[config.mk]
export PLATFORM = sky130hd
export DESIGN_NAME = wpw_div
export DESIGN_NICKNAME = d
export VERILOG_FILES = /design/src/rtl/core/wpw_pkg.sv /design/src/rtl/core/wpw_div.sv
export SDC_FILE = /design/constraint.sdc
export NUM_CORES = 2
export LEC_CHECK = 0
export ABC_AREA = 0
export BUFFER_PORTS_ARGS = -buffer_cell sky130_fd_sc_hd__buf_2
export CORE_ASPECT_RATIO = 0.8
export CORE_MARGIN = 2
export CORE_UTILIZATION = 55
export DETAILED_ROUTE_END_ITERATION = 8
export GPL_TIMING_DRIVEN = 1
export PLACE_DENSITY = 0.81
export SETUP_SLACK_MARGIN = 0.02
export SKIP_LAST_GASP = 1
export SYNTH_ARGS = -nofsm -noshare
export SYNTH_HDL_FRONTEND = slang
export SYNTH_MEMORY_MAX_BITS = 65536
export SYNTH_SLANG_ARGS = --single-unit
[constraint.sdc]
create_clock -name clk_i -period 4.2 [get_ports clk_i]
set_clock_uncertainty 0.1 [all_clocks]
set_input_delay 1.05 -clock clk_i [delete_from_list [all_inputs] [get_ports clk_i]]
set_output_delay 1.05 -clock clk_i [all_outputs]
set_load 0.05 [all_outputs]
[src/rtl/core/wpw_pkg.sv]
`default_nettype none

package wpw_pkg;

  localparam int unsigned PHASE_BITS = 24;
  localparam int unsigned AMT_FRAC   = 16;
  localparam int unsigned AMT_BITS   = AMT_FRAC + 1;
  localparam int unsigned LOG_FRAC   = 16;
  localparam int unsigned QB         = 30;
  localparam int unsigned DIV_STEPS  = 24;
  localparam int unsigned LOG_WIDTH  = 21;
  localparam int unsigned E_WIDTH    = 19;
  localparam int unsigned DVD_WIDTH  = 48;
  localparam int unsigned DVS_WIDTH  = 25;

  localparam longint unsigned ONE_P_L    = 64'd1 << PHASE_BITS;
  localparam longint unsigned CLAMP_HI_L = (ONE_P_L * 64'd999999) / 64'd1000000;
  localparam longint unsigned EPS_L      = (ONE_P_L + 64'd999999) / 64'd1000000;

  localparam logic [16:0] ONE_A    = 17'd65536;
  localparam logic [23:0] HALF     = 24'd8388608;
  localparam logic [24:0] ONE_P    = 25'(ONE_P_L);
  localparam logic [23:0] CLAMP_HI = 24'(CLAMP_HI_L);
  localparam logic [24:0] EPS_P    = 25'(EPS_L);
  localparam logic [24:0] ST_TOP   = 25'(256 * 65536);
  localparam logic [24:0] ST_MIN   = 25'(4 * 65536);
  // ceil(2^29 / 10), exact floor division for values below 2^26
  localparam logic [25:0] RECIP10  = 26'd53687092;
  localparam int unsigned RECIP_SH = 29;

  typedef enum logic [2:0] {
    MODE_NONE,
    MODE_SYNC,
    MODE_BEND_UP,
    MODE_BEND_DN,
    MODE_MIRROR,
    MODE_ASYM,
    MODE_QUANT,
    MODE_FLIP
  } mode_e;

  typedef struct packed {
    mode_e                  mode;
    logic                   p_zero;
    logic                   use_div;
    logic [23:0]            r_simple;
    logic [DVD_WIDTH-1:0]   dvd;
    logic [DVS_WIDTH-1:0]   dvs;
    logic [E_WIDTH-1:0]     e;
    logic [23:0]            m_up;
  } wpw_side_t;

  typedef logic [LOG_FRAC-1:0][QB-1:0] coef_tbl_t;

  function automatic logic [63:0] isqrt64(input logic [63:0] v);
    logic [63:0] res;
    logic [63:0] bitv;
    logic [63:0] rem;
    res  = '0;
    rem  = v;
    bitv = 64'd1 << 62;
    for (int i = 0; i < 32; i++) begin
      if (rem >= res + bitv) begin
        rem = rem - (res + bitv);
        res = (res >> 1) + bitv;
      end else begin
        res = res >> 1;
      end
      bitv = bitv >> 2;
    end
    return res;
  endfunction

  // c_i = 2^(-2^-(i+1)) in q30, built by repeated square roots
  function automatic coef_tbl_t gen_exp_coef();
    logic [63:0] c;
    coef_tbl_t   tbl;
    c = 64'd1 << (QB - 1);
    for (int i = 0; i < LOG_FRAC; i++) begin
      c = isqrt64(c << QB);
      tbl[i] = c[QB-1:0];
    end
    return tbl;
  endfunction

  localparam coef_tbl_t EXP_COEF = gen_exp_coef();

endpackage

`default_nettype wire

[src/rtl/core/wpw_div.sv]
`default_nettype none

module wpw_div import wpw_pkg::*; (
  input  wire logic      clk_i,
  input  wire logic      rst_ni,
  input  wire logic      valid_i,
  input  wire wpw_side_t side_i,
  output logic           valid_o,
  output wpw_side_t      side_o,
  output logic [23:0]    quot_o
);

  logic           v_q    [DIV_STEPS];
  wpw_side_t      side_q [DIV_STEPS];
  logic [24:0]    rem_q  [DIV_STEPS];
  logic [23:0]    q_q    [DIV_STEPS];

  for (genvar g = 0; g < DIV_STEPS; g++) begin : g_step
    logic        v_in;
    wpw_side_t   side_in;
    logic [24:0] rem_in;
    logic [23:0] q_in;
    logic [25:0] trial;
    logic        fits;

    if (g == 0) begin : g_first
      assign v_in    = valid_i;
      assign side_in = side_i;
      assign rem_in  = {1'b0, side_i.dvd[DVD_WIDTH-1:DIV_STEPS]};
      assign q_in    = '0;
    end else begin : g_next
      assign v_in    = v_q[g-1];
      assign side_in = side_q[g-1];
      assign rem_in  = rem_q[g-1];
      assign q_in    = q_q[g-1];
    end

    assign trial = {rem_in, side_in.dvd[DIV_STEPS-1-g]};
    assign fits  = trial >= {1'b0, side_in.dvs};

    always_ff @(posedge clk_i or negedge rst_ni) begin
      if (!rst_ni) begin
        v_q[g] <= 1'b0;
      end else begin
        v_q[g] <= v_in;
      end
    end

    always_ff @(posedge clk_i) begin
      side_q[g] <= side_in;
      q_q[g]    <= {q_in[22:0], fits};
      rem_q[g]  <= fits ? 25'(trial - {1'b0, side_in.dvs}) : trial[24:0];
    end
  end

  assign valid_o = v_q[DIV_STEPS-1];
  assign side_o  = side_q[DIV_STEPS-1];
  assign quot_o  = q_q[DIV_STEPS-1];

endmodule

`default_nettype wire

==> impl_results.md <==
* CP max FO at 26
* Layout fillers at 16300
* Rel. slew slack at between 10% and 20%
* Synth area leader: dfxtp_1
* Required time worst endpoint at 4810 ps
* Worst path arrival time at 4600 ps
* CTS Root Cell: clkbuf_16
* Crit share post-route at 94.9%
* Pin slew with the least headroom to its limit at 1170 ps
* ANT nets after route at 0
* Ys flop type: dfxtp_1
* Detailed Place HPWL at around 170 mm
* # rows at 155
* First-pass GRT wire length at ~380 mm
* Worst Hold Launch: side_i[6]
* DRT Pass-1 Iters at 6
* Highest clock rate at 0.251 GHz
* Syn Inst Count at 9898
* R2r endpoint: rem_q[2][16]
* Drt drc at 0
* I/O Pins at 318
* Largest net degree at the start of global routing at 48
* VDD IR-drop max at 501 uV
* Hold_ws at around 130 ps
* DIE AREA at between 200000 and 250000 sq um
* Chip Height at 429 um
* Most used cell, CP: inv_1
* Hold Vio Cnt, Final at 0
* Register area share after synthesis at 70.7%
* Status: finished clean
* Layout area overhead at 15.3%
* Max Slew Vio Count at 0
* Clock transition at path regs at 70 ps
* Setup crit start kind: flip-flop
* Skew-Pair Late Insertion Delay at 910 ps
* Unrepaired setup endpoints after global routing: false
* Maximum single-stage delay on the critical path at 430 ps
* DIE WIDTH at 535 um
* Hold path depth at 1
* Number of synthesized flops with an enable pin at 0
* Footprint of the multi-input gates at around 33000 sq um
* Overflow left after global routing at 0
* Routed WL at 240 mm
* Number of global-route vias before repair at between 70000 and 80000
* Core footprint at between 200000 and 250000 sq um
* Min Tclk post-route at 3990 ps
* Worst Setup SP: side_q[15][75]
* Clock sink count at 4379
* Setup CP Type: flip-flop to flip-flop
* Setup TNS at 0 ps
* CP Cell Sequence: inv_1 -> ha_1 -> inv_1 -> fa_1 -> a211oi_2 -> o21ai_1 -> a22oi_1 -> a21oi_2 -> a2111oi_4 -> a21oi_1 -> a211o_1 -> a211oi_4 -> buf_12 -> mux2_2
* Total track usage at approximately a fifth
* Reg2reg start: side_q[15][75]
* Worst Setup End Kind: flip-flop
* Reg2Reg Setup Slack at approximately 210 ps
* Cell variety after synth at 98
* Share of the synthesized area in the top cell type at 70.2%
* Avg Synthesized Cell Area at 12.5 sq um
* PortBufs at 317
* LEAKAGE at about 0.064 uW
* Layout cells sized above 1 at 12.0%
* Via-per-instance ratio at 4.98
* R2r worst-path depth at 14
* DR iter-0 viols at ~4100
* Deepest clock path buffer count at 4
* Bufs and invs on worst path at 3
* Yosys warns at 0
* Postcts setup bufs at 0
* Commonest cells in the netlist: 4355 x dfxtp_1, 763 x inv_1, 600 x ha_1
* CP delay by family, top: compound AO/OA/AOI/OAI gates
* Hold EP: side_q[0][6]
* Via count at 68900
* Endpoints failing setup at 0
* Avg WL per Cell at 17.3 um
* Max Cap Viol at 0
* Syn nets at 10700
* Register bit count reported by yosys at 4379
* Synth async-reset ratio at 0.548%
* Worst hold path class: input port to flip-flop
* Placer Congestion at 0.907
* Htree depth at 5
* Initial Util at 55.5%
* Initial antenna violation count at 10
* CP max stage cell: fa_1
* CTS tree: built
* Most frequent cell after synthesis: dfxtp_1
* Synth Cell Area at 124000 sq um
* Reg area at 87800 sq um
* Power per cell area at around 840 nW/um^2
* Nets at 11300
* TritonCTS buffer count at 379
* Synth top area cells: dfxtp_1 70%, ha_1 6.0%, inv_1 2.3%, o21ai_0 2.2%, a21oi_1 2.0%
kinds of logic after synthesis:
logic type	synth area share, %
compound gates	9.19
buf+inv	2.81
fa+ha+maj	6.42
simple gates	5.58
flops	70.7
xor+xnor	3.41
mux	1.86
power breakdown:
group | total, uW | leakage (uW) | switching, uW | internal [uW]
Sequential | 51000 | 0.0370 | 3160 | 47900
Combinational | 32700 | 0.0203 | 18500 | 14200
Clock | 36300 | 0.00654 | 15200 | 21100
timing repair:
action,CTS,global route
resized for setup,0,2
endpoints found under the setup margin,0,17
hold buffers,1,0
endpoints found under the hold margin,2,0
per-layer routing:
metal,wire [um],GRT usage (%),up-vias
met1,106000,26.5,32300
met3,10900,3.18,506
met5,27,0,-
li1,-,-,34400
met2,115000,35.3,1708
met4,7880,7.49,4
layout make-up:
cell class / count / share of cell area, %
Timing Repair Buffer: 409 / 1.73
Inverter: 763 / 2.00
Antenna cell: 2 / 0.00350
Clock buffer: 522 / 7.67
Clock inverter: 166 / 1.64
Sequential cell: 4379 / 61.3
Multi-Input combinational cell: 4611 / 23.0
Tap cell: 2983 / 2.61
worst max-delay path by stage:
stage                     to  slack (ps)  cells after the start
5_1_grt        rem_q[2][171]          20                     16
3_3_place_gp    rem_q[0][19]         200                     13
3_5_place_dp    rem_q[0][19]         150                     13
2_1_floorplan   rem_q[0][11]         500                     13
4_1_cts        rem_q[2][115]          70                     15
6_report        rem_q[2][16]         210                     14
state kept, by name, summed over array words and instances (netlist names):
signal	count
g_step.v_in	23
q_q	300
rem_q	575
side_q	3480
valid_o	1
stage by stage:
step / util [%] / worst slack (ps) / cell area (sq um) / instances / power (uW)
2_1_floorplan: - / 495 / 124000 / 9898 / 74900
3_3_place_gp: 58.0 / 195 / 130000 / 13100 / 83100
3_5_place_dp: 58.0 / 146 / 130000 / 13100 / 84000
4_1_cts: 64.0 / 71.2 / 143000 / 13800 / 121000
5_1_grt: 64.0 / 22.6 / 143000 / 13800 / 127000
6_report: 64.0 / 214 / 143000 / 13800 / 120000
worst register-to-register path, delay by kind of cell (launching register included):
family	cells	cell delay, ps
buffers and inverters	3	370
AOI/OAI and AO/OA	8	2060
adders and majority gates	2	600
muxes	1	370
DFF	1	310
cell usage in the layout, fill, tap and decap left out, types with 23 or more instances in the layout:
master        n
a211o_1      26
a211oi_1     47
a21o_1      260
a21oi_1     497
a31oi_1      47
and2_1       25
and3_1       28
buf_2       317
buf_4        75
bufinv_16    42
clkbuf_1     53
clkbuf_16   384
clkbuf_8     85
clkinv_2     60
dfrtp_1      24
dfxtp_1    4355
fa_1         23
ha_1        600
inv_1       763
mux2_2      168
nand2_1     539
nand2b_1     82
nand3_1     102
nand4_1      86
nor2_1      347
nor2b_1      77
nor3_1       69
nor4_1       23
o211ai_1     25
o21a_1       69
o21ai_0     544
o21bai_1     53
o31ai_1      26
xnor2_1     257
xor2_1      226
No activity file was read; power rests on OpenSTA's default activity.
